### config.mk
export PLATFORM = sky130hd
export DESIGN_NAME = rotary_encoder_with_button_flat
export DESIGN_NICKNAME = d
export VERILOG_FILES = /design/src/rtl/reb_pkg.sv /design/src/rtl/reb_if.sv /design/src/rtl/rotary_encoder_with_button.sv /design/src/rtl/reb_core.sv /design/src/flat_wrapper.sv
export SDC_FILE = /design/constraint.sdc
export NUM_CORES = 1
export LEC_CHECK = 0
export ABC_AREA = 1
export BUFFER_PORTS_ARGS = -buffer_cell sky130_fd_sc_hd__buf_2
export CAP_MARGIN = 0
export CELL_PAD_IN_SITES_DETAIL_PLACEMENT = 0
export CELL_PAD_IN_SITES_GLOBAL_PLACEMENT = 1
export CORE_MARGIN = 3
export CORE_UTILIZATION = 39
export CTS_BUF_LIST = sky130_fd_sc_hd__clkbuf_8
export CTS_CLUSTER_DIAMETER = 120
export DETAILED_ROUTE_END_ITERATION = 10
export PLACE_DENSITY_LB_ADDON = 0.1
export SYNTH_ARGS = -nofsm -noshare
export SYNTH_HDL_FRONTEND = slang
export SYNTH_SLANG_ARGS = --single-unit
### constraint.sdc
create_clock -name clk -period 7.1 [get_ports clk]
set_input_delay 1.065 -clock clk [delete_from_list [all_inputs] [get_ports clk]]
set_output_delay 1.065 -clock clk [all_outputs]
set_load 0.005 [all_outputs]
### src/rtl/reb_pkg.sv
// Shared types and constants for the rotary encoder block.
package reb_pkg;

	localparam int COUNT_BITS     = 18;
	localparam int POS_BITS       = 16;
	localparam int REG_BITS       = 16;
	localparam int TIME_BITS      = 32;
	localparam int CFG_INDEX_BITS = 3;

	// Accepted pin pair: A in the upper bit, B in the lower bit.
	localparam logic [1:0] PIN_A_BIT = 2'b10;
	localparam logic [1:0] PIN_B_BIT = 2'b01;
	localparam logic [1:0] PAIR_00   = 2'b00;
	localparam logic [1:0] PAIR_01   = PIN_B_BIT;
	localparam logic [1:0] PAIR_10   = PIN_A_BIT;
	localparam logic [1:0] PAIR_11   = PIN_A_BIT | PIN_B_BIT;

	typedef enum logic {
		CMD_POLL = 1'b0,
		CMD_LOAD = 1'b1
	} cmd_t;

	typedef enum logic [CFG_INDEX_BITS-1:0] {
		CFG_SPEED_MODE     = 3'd0,
		CFG_MIN_VALUE      = 3'd1,
		CFG_MAX_VALUE      = 3'd2,
		CFG_DEBOUNCE_MS    = 3'd3,
		CFG_SHORT_PRESS_MS = 3'd4,
		CFG_LONG_PRESS_MS  = 3'd5
	} cfg_index_t;

	typedef struct packed {
		logic [1:0]          speed_mode;
		logic [REG_BITS-1:0] min_value;
		logic [REG_BITS-1:0] max_value;
		logic [REG_BITS-1:0] debounce_ms;
		logic [REG_BITS-1:0] short_press_ms;
		logic [REG_BITS-1:0] long_press_ms;
	} cfg_t;

	typedef struct packed {
		logic                 command;
		logic                 pin_a_level;
		logic                 pin_b_level;
		logic                 switch_level;
		logic [TIME_BITS-1:0] time_ms;
		logic [POS_BITS-1:0]  load_value;
	} in_item_t;

	typedef struct packed {
		logic [POS_BITS-1:0] position;
		logic                value_changed;
		logic                short_press;
		logic                long_press;
	} out_item_t;

endpackage

### src/rtl/reb_if.sv
// Valid/ready channel interfaces for encoder polls and encoder results.
interface reb_in_if;
	import reb_pkg::*;
	logic                 valid;
	logic                 ready;
	logic                 command;
	logic                 pin_a_level;
	logic                 pin_b_level;
	logic                 switch_level;
	logic [TIME_BITS-1:0] time_ms;
	logic [POS_BITS-1:0]  load_value;

	modport source (output valid, command, pin_a_level, pin_b_level, switch_level, time_ms,
		load_value, input ready);
	modport sink (input valid, command, pin_a_level, pin_b_level, switch_level, time_ms,
		load_value, output ready);
endinterface

interface reb_out_if;
	import reb_pkg::*;
	logic                valid;
	logic                ready;
	logic [POS_BITS-1:0] position;
	logic                value_changed;
	logic                short_press;
	logic                long_press;

	modport source (output valid, position, value_changed, short_press, long_press,
		input ready);
	modport sink (input valid, position, value_changed, short_press, long_press,
		output ready);
endinterface

### src/rtl/rotary_encoder_with_button.sv
// Rotary encoder with debounce and push button: an input register and a result register.
// Throughput one transaction per cycle while the receiver is ready; the step logic sits between the input
// register and the result register and updates the encoder state in that same cycle.
// A waiting result does not stop the input side: the input register takes one more item.
// Reset clears all encoder state and loads the register defaults (debounce 5,
// short press 50, long press 1000, others zero).
module rotary_encoder_with_button #(
	parameter int STAMP_BITS      = 32,
	parameter int STEP_COUNT_BITS = 8
) (
	input  logic                               clk,
	input  logic                               arst_n,
	input  logic                               cfg_we,
	input  logic [reb_pkg::CFG_INDEX_BITS-1:0] cfg_index,
	input  logic [reb_pkg::REG_BITS-1:0]       cfg_wdata,
	reb_in_if.sink                             in_ch,
	reb_out_if.source                          out_ch
);
	import reb_pkg::*;

	cfg_t      cfg_q;
	in_item_t  item_s1;
	logic      valid_s1;
	out_item_t result;
	out_item_t out_q;
	logic      out_valid_q;
	logic      advance;

	assign advance     = valid_s1 && (!out_valid_q || out_ch.ready);
	assign in_ch.ready = !valid_s1 || advance;

	always_ff @(posedge clk or negedge arst_n) begin
		if (!arst_n) begin
			cfg_q.speed_mode     <= 2'd0;
			cfg_q.min_value      <= '0;
			cfg_q.max_value      <= '0;
			cfg_q.debounce_ms    <= REG_BITS'(5);
			cfg_q.short_press_ms <= REG_BITS'(50);
			cfg_q.long_press_ms  <= REG_BITS'(1000);
		end else if (cfg_we) begin
			case (cfg_index)
				CFG_SPEED_MODE:     cfg_q.speed_mode     <= cfg_wdata[1:0];
				CFG_MIN_VALUE:      cfg_q.min_value      <= cfg_wdata;
				CFG_MAX_VALUE:      cfg_q.max_value      <= cfg_wdata;
				CFG_DEBOUNCE_MS:    cfg_q.debounce_ms    <= cfg_wdata;
				CFG_SHORT_PRESS_MS: cfg_q.short_press_ms <= cfg_wdata;
				CFG_LONG_PRESS_MS:  cfg_q.long_press_ms  <= cfg_wdata;
				default: ;
			endcase
		end
	end

	always_ff @(posedge clk or negedge arst_n) begin
		if (!arst_n) begin
			valid_s1 <= 1'b0;
		end else if (in_ch.valid && in_ch.ready) begin
			valid_s1 <= 1'b1;
		end else if (advance) begin
			valid_s1 <= 1'b0;
		end
	end

	always_ff @(posedge clk) begin
		if (in_ch.valid && in_ch.ready) begin
			item_s1.command      <= in_ch.command;
			item_s1.pin_a_level  <= in_ch.pin_a_level;
			item_s1.pin_b_level  <= in_ch.pin_b_level;
			item_s1.switch_level <= in_ch.switch_level;
			item_s1.time_ms      <= in_ch.time_ms;
			item_s1.load_value   <= in_ch.load_value;
		end
	end

	reb_core #(
		.STAMP_BITS      (STAMP_BITS),
		.STEP_COUNT_BITS (STEP_COUNT_BITS)
	) u_core (
		.clk     (clk),
		.arst_n  (arst_n),
		.advance (advance),
		.item    (item_s1),
		.cfg     (cfg_q),
		.result  (result)
	);

	always_ff @(posedge clk or negedge arst_n) begin
		if (!arst_n) begin
			out_valid_q <= 1'b0;
		end else if (advance) begin
			out_valid_q <= 1'b1;
		end else if (out_ch.ready) begin
			out_valid_q <= 1'b0;
		end
	end

	always_ff @(posedge clk) begin
		if (advance) out_q <= result;
	end

	assign out_ch.valid         = out_valid_q;
	assign out_ch.position      = out_q.position;
	assign out_ch.value_changed = out_q.value_changed;
	assign out_ch.short_press   = out_q.short_press;
	assign out_ch.long_press    = out_q.long_press;

endmodule

### src/rtl/reb_core.sv
// Encoder state and single-pass step logic: debounce, quadrature decode, button timing.
module reb_core #(
	parameter int STAMP_BITS      = 32,
	parameter int STEP_COUNT_BITS = 8
) (
	input  logic               clk,
	input  logic               arst_n,
	input  logic               advance,
	input  reb_pkg::in_item_t  item,
	input  reb_pkg::cfg_t      cfg,
	output reb_pkg::out_item_t result
);
	import reb_pkg::*;

	logic                       acc_a_q, acc_a_d;
	logic                       acc_b_q, acc_b_d;
	logic [STAMP_BITS-1:0]      stamp_a_q, stamp_a_d;
	logic [STAMP_BITS-1:0]      stamp_b_q, stamp_b_d;
	logic [1:0]                 prev_pair_q, prev_pair_d;
	logic [COUNT_BITS-1:0]      count_q, count_d;
	logic [COUNT_BITS-1:0]      prev_count_q, prev_count_d;
	logic [STEP_COUNT_BITS-1:0] up_q, up_d;
	logic [STEP_COUNT_BITS-1:0] down_q, down_d;
	logic                       held_q, held_d;
	logic [STAMP_BITS-1:0]      press_q, press_d;

	logic [1:0]            shift;
	logic [1:0]            divmask;
	logic [1:0]            phase;
	logic [STAMP_BITS-1:0] now;
	logic [STAMP_BITS-1:0] diff_a;
	logic [STAMP_BITS-1:0] diff_b;
	logic [STAMP_BITS-1:0] held_time;
	logic [STAMP_BITS-1:0] debounce_ext;
	logic [COUNT_BITS-1:0] load_ext;
	logic [COUNT_BITS-1:0] lo;
	logic [COUNT_BITS-1:0] hi;
	logic [COUNT_BITS-1:0] pos_full;
	logic [1:0]            pair;
	logic                  step_up;
	logic                  step_down;
	logic                  net;

	// Mode three behaves as mode two; tolerance equals the shift.
	always_comb begin
		unique case (cfg.speed_mode)
			2'd0: begin
				shift   = 2'd0;
				divmask = 2'b00;
			end
			2'd1: begin
				shift   = 2'd1;
				divmask = 2'b01;
			end
			default: begin
				shift   = 2'd2;
				divmask = 2'b11;
			end
		endcase
	end

	assign now          = STAMP_BITS'(item.time_ms);
	assign diff_a       = now - stamp_a_q;
	assign diff_b       = now - stamp_b_q;
	assign held_time    = now - press_q;
	assign debounce_ext = STAMP_BITS'(cfg.debounce_ms);
	assign load_ext     = {2'b00, item.load_value};
	assign lo           = {2'b00, cfg.min_value} << shift;
	assign hi           = ({2'b00, cfg.max_value} << shift) + {16'd0, shift};

	always_comb begin
		acc_a_d      = acc_a_q;
		acc_b_d      = acc_b_q;
		stamp_a_d    = stamp_a_q;
		stamp_b_d    = stamp_b_q;
		prev_pair_d  = prev_pair_q;
		count_d      = count_q;
		prev_count_d = prev_count_q;
		up_d         = up_q;
		down_d       = down_q;
		held_d       = held_q;
		press_d      = press_q;
		pair         = prev_pair_q;
		step_up      = 1'b0;
		step_down    = 1'b0;
		net          = 1'b0;
		phase        = 2'b00;
		result       = '0;

		if (item.command == CMD_LOAD) begin
			count_d = load_ext << shift;
		end else begin
			// Take a pin edge only once the debounce window has passed.
			if (item.pin_a_level != acc_a_q && diff_a > debounce_ext) begin
				acc_a_d   = item.pin_a_level;
				stamp_a_d = now;
			end
			if (item.pin_b_level != acc_b_q && diff_b > debounce_ext) begin
				acc_b_d   = item.pin_b_level;
				stamp_b_d = now;
			end
			pair = (acc_a_d ? PIN_A_BIT : 2'b00) | (acc_b_d ? PIN_B_BIT : 2'b00);

			if (pair != prev_pair_q) begin
				step_up = (prev_pair_q == PAIR_00 && pair == PAIR_01) ||
					(prev_pair_q == PAIR_01 && pair == PAIR_11) ||
					(prev_pair_q == PAIR_11 && pair == PAIR_10) ||
					(prev_pair_q == PAIR_10 && pair == PAIR_00);
				step_down = (prev_pair_q == PAIR_00 && pair == PAIR_10) ||
					(prev_pair_q == PAIR_10 && pair == PAIR_11) ||
					(prev_pair_q == PAIR_11 && pair == PAIR_01) ||
					(prev_pair_q == PAIR_01 && pair == PAIR_00);
				if (step_up) begin
					if (up_q != '1) up_d = up_q + 1'b1;
					if (count_q < hi) count_d = count_q + 1'b1;
					net = up_d > down_q;
				end else if (step_down) begin
					if (down_q != '1) down_d = down_q + 1'b1;
					if (count_q > lo) count_d = count_q - 1'b1;
					net = down_d > up_q;
				end
				// At a detent boundary flag net motion and restart the tally.
				phase = count_d[1:0] + shift;
				if ((step_up || step_down) && (phase & divmask) == 2'b00) begin
					result.value_changed = (count_d != prev_count_q) && net;
					up_d   = '0;
					down_d = '0;
				end
				prev_pair_d  = pair;
				prev_count_d = count_d;
			end

			if (!item.switch_level) begin
				if (!held_q) press_d = now;
				held_d = 1'b1;
			end else if (held_q) begin
				held_d = 1'b0;
				if (held_time >= STAMP_BITS'(cfg.long_press_ms)) begin
					result.long_press = 1'b1;
				end else if (held_time >= STAMP_BITS'(cfg.short_press_ms)) begin
					result.short_press = 1'b1;
				end
			end
		end

		pos_full = count_d >> shift;
		result.position = (pos_full[COUNT_BITS-1:POS_BITS] != '0) ? '1 : pos_full[POS_BITS-1:0];
	end

	always_ff @(posedge clk or negedge arst_n) begin
		if (!arst_n) begin
			acc_a_q      <= 1'b0;
			acc_b_q      <= 1'b0;
			stamp_a_q    <= '0;
			stamp_b_q    <= '0;
			prev_pair_q  <= PAIR_00;
			count_q      <= '0;
			prev_count_q <= '0;
			up_q         <= '0;
			down_q       <= '0;
			held_q       <= 1'b0;
			press_q      <= '0;
		end else if (advance) begin
			acc_a_q      <= acc_a_d;
			acc_b_q      <= acc_b_d;
			stamp_a_q    <= stamp_a_d;
			stamp_b_q    <= stamp_b_d;
			prev_pair_q  <= prev_pair_d;
			count_q      <= count_d;
			prev_count_q <= prev_count_d;
			up_q         <= up_d;
			down_q       <= down_d;
			held_q       <= held_d;
			press_q      <= press_d;
		end
	end

endmodule

### src/flat_wrapper.sv
// flat-port wrapper written by rule: the top's interface ports become plain ports
module rotary_encoder_with_button_flat import reb_pkg::*;
#(
	parameter int STAMP_BITS      = 32,
	parameter int STEP_COUNT_BITS = 8
)
  (clk, arst_n, cfg_we, cfg_index, cfg_wdata, in_ch_valid, in_ch_command, in_ch_pin_a_level, in_ch_pin_b_level, in_ch_switch_level, in_ch_time_ms, in_ch_load_value, in_ch_ready, out_ch_valid, out_ch_position, out_ch_value_changed, out_ch_short_press, out_ch_long_press, out_ch_ready);
  reb_in_if in_ch_i ();
  reb_out_if out_ch_i ();
  input  logic clk;
  input  logic arst_n;
  input  logic cfg_we;
  input  logic [reb_pkg::CFG_INDEX_BITS-1:0] cfg_index;
  input  logic [reb_pkg::REG_BITS-1:0] cfg_wdata;
  input wire logic [$bits(in_ch_i.valid)-1:0] in_ch_valid;
  input wire logic [$bits(in_ch_i.command)-1:0] in_ch_command;
  input wire logic [$bits(in_ch_i.pin_a_level)-1:0] in_ch_pin_a_level;
  input wire logic [$bits(in_ch_i.pin_b_level)-1:0] in_ch_pin_b_level;
  input wire logic [$bits(in_ch_i.switch_level)-1:0] in_ch_switch_level;
  input wire logic [$bits(in_ch_i.time_ms)-1:0] in_ch_time_ms;
  input wire logic [$bits(in_ch_i.load_value)-1:0] in_ch_load_value;
  output wire logic [$bits(in_ch_i.ready)-1:0] in_ch_ready;
  output wire logic [$bits(out_ch_i.valid)-1:0] out_ch_valid;
  output wire logic [$bits(out_ch_i.position)-1:0] out_ch_position;
  output wire logic [$bits(out_ch_i.value_changed)-1:0] out_ch_value_changed;
  output wire logic [$bits(out_ch_i.short_press)-1:0] out_ch_short_press;
  output wire logic [$bits(out_ch_i.long_press)-1:0] out_ch_long_press;
  input wire logic [$bits(out_ch_i.ready)-1:0] out_ch_ready;
  assign in_ch_i.valid = in_ch_valid;
  assign in_ch_i.command = in_ch_command;
  assign in_ch_i.pin_a_level = in_ch_pin_a_level;
  assign in_ch_i.pin_b_level = in_ch_pin_b_level;
  assign in_ch_i.switch_level = in_ch_switch_level;
  assign in_ch_i.time_ms = in_ch_time_ms;
  assign in_ch_i.load_value = in_ch_load_value;
  assign in_ch_ready = in_ch_i.ready;
  assign out_ch_valid = out_ch_i.valid;
  assign out_ch_position = out_ch_i.position;
  assign out_ch_value_changed = out_ch_i.value_changed;
  assign out_ch_short_press = out_ch_i.short_press;
  assign out_ch_long_press = out_ch_i.long_press;
  assign out_ch_i.ready = out_ch_ready;
  rotary_encoder_with_button #(.STAMP_BITS(STAMP_BITS), .STEP_COUNT_BITS(STEP_COUNT_BITS)) u_core (.clk(clk), .arst_n(arst_n), .cfg_we(cfg_we), .cfg_index(cfg_index), .cfg_wdata(cfg_wdata), .in_ch(in_ch_i), .out_ch(out_ch_i));
endmodule
==> metrics.csv, run 1 <==
stage;metric;value;unit
placed_design;port_buffers;96;
floorplan;die_y;258;um
floorplan;initial_utilization;39.7;%
synthesis;yosys-top-cells-area;dfrtp_1 (23%), nand2_1 (18%), ha_1 (11%);
timing;slew_violations;0;
cts;path_clk_slew;0.06;ns
cts;cts_hold_buf;0;
power_and_ir_drop;total_power;12.6;mW
timing;slew_headroom;27.3;%
placed_design;placed_cells;4477;
cts;clk_path_buf_depth;3;
run_status;status;finished clean;
setup_path;cpMostUsedCell;nand2_1;
placed_design;pre_cts_ws;1.12;ns
power_and_ir_drop;swShare;51.6;%
route;drtIter0Drc;1337;
timing;fmax;166;MHz
timing;grt_setup_unrepaired;false;
floorplan;die_w;258;um
synthesis;synth_ff_type;dfrtp_1;
cells_and_area;final_cells;4592;
cts;cts_setup_buffers;0;
synthesis;syn_area_per_cell;6.83;um2
setup_path;r2r_start;u_core.cfg_q[80];
floorplan;ios;97;
setup_path;startpoint_type;flip-flop;
route;first_pass_iters;5;
cts;ctsHtreeMaxLevel;2;
cts;cts-resized-gates;0;
global_routing;grt_max_degree;148;
floorplan;coreArea;62200;um2
setup_path;worst-path-buf-inv;4;
synthesis;ys_async_sr_fraction;76.9;%
cells_and_area;area_growth;10.5;%
cts;cts_sinks;308;
timing;timing.final.crit_period;6.02;ns
route;via_per_inst;5.08;
route;postRouteAntennaNets;0;
synthesis;netlist_instances;3615;
timing;skew;0.0487;ns
setup_path;critPathKind;reg -> reg;
timing;setup_viol;0;
cells_and_area;final_area;27300;um2
synthesis;seq_area_frac_synth;32.7;%
route;dr_total_vias;23300;
power_and_ir_drop;pwr-share-clk;15.4;%
power_and_ir_drop;powerDensity;460;nW/um2
cells_and_area;layout-drive-gt1-share;7.94;%
floorplan;dieArea;66400;um2
cts;clk_latency;0.69;ns
power_and_ir_drop;p_sw;6.49;mW
timing;setup_ws;1.08;ns
route;wl;84300;um
cells_and_area;nNetsFinal;3996;
setup_path;endpoint_kind;flip-flop;
global_routing;antenna_found_initial;1;
cts;cts_tree;done;
power_and_ir_drop;seqPwrFrac;23.6;%
setup_path;max_stage_delay;0.50;ns
power_and_ir_drop;ir_drop;0.237;mV
timing;worst_pin_slew;1.09;ns
setup_path;r2r_end;u_core.out_ch.position[6];
timing;finalHoldViolCount;0;
setup_path;cp_top_family;simple AND/OR/NAND/NOR gates;
power_and_ir_drop;leakagePower;14.4;nW
setup_path;worstPathArrival;6.39;ns
global_routing;grt_pass1_wl;131000;um
synthesis;yosys.area.top_type;dfrtp_1;
floorplan;num_rows;91;
synthesis;synth_fp_nets;3909;
cts;numCtsBuffers;60;
synthesis;syn_area;24700;um2
power_and_ir_drop;comb_power_share;61.0;%
setup_path;ff2ff_path_depth;27;
timing;fin_setup_tns;0;ns
worst_hold_path;hold_class;in -> async;
run;cap_violations;0;
synthesis;synth.distinct_cells;53;
cells_and_area;final_common_cell;nand2_1;
route;drc;0;
setup_path;slowest_stage;dfrtp_1;
timing;min_period_over_period;84.8;%
cts;clockRootBuffer;clkbuf_8;
global_routing;grt-ovfl-total;0;
cells_and_area;fin_util;43.9;%
synthesis;synth-edff-count;71;
placed_design;gp_congestion;0.901;
power_and_ir_drop;p_int;6.08;mW
placed_design;dpl_cell_area;26000;um2
synthesis;yosysWarnings;0;
synthesis;synth_top_area_share;22.9;%
timing;hold_slack;0.411;ns
synthesis;ys_ff_latch;308;
setup_path;cp_data_required_time;7.47;ns
global_routing;grt_use_total;25.1;%
global_routing;grt_pass1_vias;23100;
setup_path;crit_fanout;29;
setup_path;reg2reg_slack;1.08;ns
route;routedWlPerCell;18.4;um
cells_and_area;final_cell_mix;nand2_1 (1172), inv_1 (630), o21ai_0 (311);
placed_design;dp.final_hpwl;65900;um
## area by class of cell
type | instances | area, um2
Clock buffer | 73 | 1000
Sequential cell | 308 | 8080
Fill cell | 6698 | 34900
Multi-Input combinational cell | 2589 | 13900
Clock inverter | 40 | 282
Inverter | 630 | 2360
Timing Repair Buffer | 113 | 631
Tap cell | 837 | 1050
Antenna cell | 2 | 5.00
## registers in the layout (all words and copies together) (netlist names), 2 cells and up
name	flops
u_core.u_core.stamp_a_q	32
u_core.u_core.count_q	18
u_core.cfg_q	82
u_core.out_ch.position	16
u_core.u_core.prev_count_q	18
u_core.u_core.stamp_b_q	32
u_core.u_core.down_q	8
u_core.u_core.up_q	8
u_core.item_s1	52
u_core.u_core.press_q	32
u_core.u_core.prev_pair_q	2
## cell usage after synthesis, types with 37 or more instances
library cell and instances:
inv_1 614, nor2_1 215, nand4_1 37, o21ai_0 311
nand2_1 1172, nand3_1 152, clkbuf_1 62, a21oi_1 133
edfxtp_1 71, xor2_1 99, ha_1 215, dfrtp_1 226
## logic make-up after synthesis
family	share of synthesized area [%]
fa+ha+maj	11.1
flops	32.7
xor+xnor	4.11
simple gates	28.0
buf+inv	11.2
compound gates	12.9
## metal layers
| layer | up-vias | share of wire [%] | GRT usage [%] |
|---|---|---|---|
| met5 | - | 0 | 0 |
| met4 | 0 | 3.6 | 9.25 |
| met3 | 167 | 4.6 | 3.14 |
| met2 | 577 | 47 | 42.9 |
| met1 | 10900 | 45 | 32.5 |
| li1 | 11700 | - | - |
## power groups by stage
stage          logic, mW  clock network, mW  registers, mW
2_1_floorplan       5.59                  0           2.69
3_3_place_gp        7.54                  0           2.97
3_5_place_dp        7.65                  0           2.97
4_1_cts             7.70               2.00           2.95
5_1_grt             8.77               2.08           3.01
6_report            7.67               1.93           2.96
## worst max path at each step
| stage | start | end | slack [ns] | cells past startpoint |
|---|---|---|---|---|
| after CTS | u_core.cfg_q[80] | u_core.out_ch.position[6] | 1.11 | 27 |
| after global routing | u_core.cfg_q[81] | u_core.out_ch.position[6] | 0.51 | 27 |
| final | u_core.cfg_q[80] | u_core.out_ch.position[6] | 1.08 | 27 |
| after detailed placement | u_core.cfg_q[80] | u_core.out_ch.position[6] | 1.12 | 27 |
| after floorplan | u_core.cfg_q[81] | u_core.u_core.down_q[7] | 1.60 | 32 |
| after global placement | u_core.item_s1[17] | u_core.u_core.up_q[0] | 1.28 | 31 |
Power figures use the tool's default switching activity.
==> run 2, diff against run 1 <==
- clock period: 7.1 -> 5.78 ns (I/O delays scaled with it)
==> run 2 against run 1 <==
Against the previous run: sequential share of layout area is 0.21 points lower; design area is 0.72% higher; sequential power is 22% higher; combinational power is 25% higher; clock-buffer cell count is 11 lower; critical path depth is 4 higher; worst hold slack worse by 0.17 ns; first-iteration DRC count is 17% higher; wire length is 0.46% lower; total power is 23% higher; via count is 0.30% higher; core utilization is 0.32 points higher; largest power group unchanged; highest routed layer unchanged.
==> metrics.csv, run 2 (synthesis results as in run 1) <==
stage;metric;value;unit;change
setup_path;r2r_end;u_core.u_core.up_q[0];;
global_routing;grt_busiest_layer;met2;;
route;routedWlPerCell;18.2;um;-1.0%
global_routing;use_met2;42.9;%;-0.074 points
route;first_pass_iters;6;;+1
cells_and_area;layout-drive-gt1-share;8.57;%;+0.63 points
power_and_ir_drop;seqPwrFrac;23.4;%;-0.2 points
setup_path;crit_start;u_core.item_s1[18];;
cts;numCtsBuffers;59;;-1.7%
timing;slew_headroom;27.9;%;+0.57 points
timing;slew_violations;0;;unchanged
setup_path;max_stage_delay;0.53;ns;+0.03 ns
cts;ctsHtreeMaxLevel;2;;unchanged
worst_hold_path;hold_class;in -> async;;
setup_path;cp_data_required_time;6.30;ns;-1.17 ns
timing;fin_setup_tns;0;ns;unchanged
power_and_ir_drop;swShare;51.9;%;+0.27 points
route;dr_total_vias;23400;;+0.30%
timing;skew;0.0304;ns;-0.0183 ns
global_routing;grt-ovfl-total;0;;unchanged
global_routing;grt_pass1_vias;23100;;-0.14%
cells_and_area;nFillCells;6596;;-1.5%
power_and_ir_drop;powerDensity;560;nW/um2;+22%
floorplan;initial_utilization;39.7;%;unchanged
floorplan;num_rows;91;;unchanged
run;cap_violations;0;;unchanged
cts;clk_latency;0.67;ns;-0.02 ns
floorplan;ios;97;;unchanged
global_routing;antenna_found_initial;1;;unchanged
setup_path;slowest_stage;nor4_1;;
cts;cts_sinks;308;;unchanged
cells_and_area;final_area;27500;um2;+0.72%
global_routing;grt_use_total;25.0;%;-0.086 points
route;drtIter0Drc;1559;;+17%
timing;worst_pin_slew;1.08;ns;-0.00855 ns
placed_design;dp.final_hpwl;65600;um;-0.38%
cts;path_clk_slew;0.07;ns;about the same
timing;fmax;189;MHz;+14%
cts;cts_tree;done;;
power_and_ir_drop;pwr-share-clk;14.3;%;-1.1 points
placed_design;dpl_cell_area;26200;um2;+0.64%
timing;setup_ws;0.477;ns;-0.599 ns
cells_and_area;largestRegisters;u_core.cfg_q: 82 flops, u_core.item_s1: 52 flops;;
floorplan;coreArea;62200;um2;unchanged
setup_path;ff2ff_path_depth;31;;+15%
setup_path;worstPathArrival;5.82;ns;-0.57 ns
floorplan;die_y;258;um;unchanged
setup_path;critPathKind;reg -> reg;;
timing;grt_setup_unrepaired;false;;
power_and_ir_drop;p_sw;7.99;mW;+23%
route;postRouteAntennaNets;0;;unchanged
power_and_ir_drop;ir_drop;0.228;mV;-4.1%
setup_path;reg2reg_slack;0.48;ns;-0.60 ns
power_and_ir_drop;leakagePower;14.5;nW;+0.91%
route;wl;84000;um;-0.46%
cells_and_area;final_cell_mix;nand2_1 (1171), inv_1 (639), o21ai_0 (310);;
placed_design;port_buffers;96;;unchanged
cells_and_area;largest_reg_flops;82;;unchanged
setup_path;cpMostUsedCell;nand2_1;;
route;via_per_inst;5.06;;-0.26%
global_routing;grt_pass1_wl;130000;um;-0.25%
cts;cts_hold_buf;0;;unchanged
cells_and_area;max_flop_register;u_core.cfg_q;;
setup_path;r2r_start;u_core.item_s1[18];;
timing;finalHoldViolCount;0;;unchanged
cells_and_area;final_common_cell;nand2_1;;
floorplan;dieArea;66400;um2;unchanged
power_and_ir_drop;comb_power_share;62.4;%;+1.4 points
timing;min_period_over_period;91.7;%;+6.9 points
cells_and_area;fin_util;44.2;%;+0.32 points
cts;clockRootBuffer;clkbuf_8;;
power_and_ir_drop;p_int;7.41;mW;+22%
cells_and_area;nNetsFinal;4024;;+0.70%
run_status;status;finished clean;;
floorplan;die_w;258;um;unchanged
route;drc;0;;unchanged
setup_path;startpoint_type;flip-flop;;
global_routing;grt_max_degree;117;;-21%
setup_path;crit_fanout;19;;-34%
setup_path;endpoint_kind;flip-flop;;
global_routing;use_met1;32.6;%;+0.12 points
timing;setup_viol;0;;unchanged
timing;timing.final.crit_period;5.30;ns;-0.721 ns
placed_design;gp_congestion;0.943;;+4.6%
placed_design;pre_cts_ws;0.0414;ns;-1.08 ns
cells_and_area;area_growth;11.3;%;
cts;clk_path_buf_depth;3;;unchanged
global_routing;use_met3;2.64;%;-0.50 points
run 2: cell count changes in the layout (fill, tap and decap cells not counted), moves of 3 or more:
cell	before	now
buf_4	16	43
clkbuf_8	73	62
inv_1	630	639
nor2_1	213	210
run 2: final cells by class:
| cell class | instances | area [um2] | share of cell area, % |
|---|---|---|---|
| well taps | 837 | 1050 | 3.81 |
| multi-input cells | 2590 | 14000 | 50.9 |
| flip-flops and latches | 308 | 8080 | 29.4 |
| repair buffers | 141 | 845 | 3.07 |
| diodes | 1 | 2.50 | 0.00911 |
| clock inverters | 49 | 310 | 1.13 |
| clock buffers | 62 | 853 | 3.11 |
| inverters | 630 | 2370 | 8.61 |
run 2: worst max-delay path, delay by kind of cell (launching register included):
| family | cells | cell delay (ns) |
|---|---|---|
| buffers and inverters | 2 | 0.32 |
| and+or+nand+nor | 24 | 3.33 |
| adders and majority gates | 3 | 0.90 |
| AOI/OAI and AO/OA | 1 | 0.08 |
| xor gates and xnor gates | 1 | 0.12 |
| DFF | 1 | 0.41 |
run 2: power by group through the flow:
| stage | Combinational, mW | Clock [mW] | Sequential [mW] |
|---|---|---|---|
| 4_1_cts | 9.54 | 2.28 | 3.59 |
| 3_5_place_dp | 9.49 | 0 | 3.62 |
| 6_report | 9.60 | 2.19 | 3.60 |
| 2_1_floorplan | 6.86 | 0 | 3.30 |
| 5_1_grt | 11.0 | 2.38 | 3.67 |
| 3_3_place_gp | 9.35 | 0 | 3.61 |
run 2: how the worst max path moves through the flow:
| stage | to | slack (ns) | cells after the start |
|---|---|---|---|
| finish | u_core.u_core.up_q[0] | 0.48 | 31 |
| global route | u_core.u_core.up_q[0] | 0.01 | 34 |
| global placement | u_core.u_core.down_q[7] | 0.08 | 31 |
| floorplan | u_core.u_core.down_q[7] | 0.28 | 32 |
| detailed placement | u_core.u_core.down_q[3] | 0.04 | 31 |
| CTS | u_core.out_ch.position[5] | 0.06 | 30 |
run 2: routing by layer:
metal	part of all wire [%]	vias up
li1	-	11700
met1	45	10900
met2	47	579
met3	3.9	155
met4	3.9	0
met5	0	-
run 2: through the flow:
stage               cells  power (mW)  hold WS, ns
CTS                  4610        15.4        0.272
floorplan            3615        10.2        0.453
global route         4618        17.0        0.320
detailed placement   4499        13.1        0.473
finish               4618        15.4        0.244
global placement     4499        13.0        0.466
run 2: what timing repair did:
item | CTS | global route
cloned | 0 | 1
resized for setup | 1 | 21
endpoints found under the setup margin | 3 | 38
buffers inserted | 0 | 6
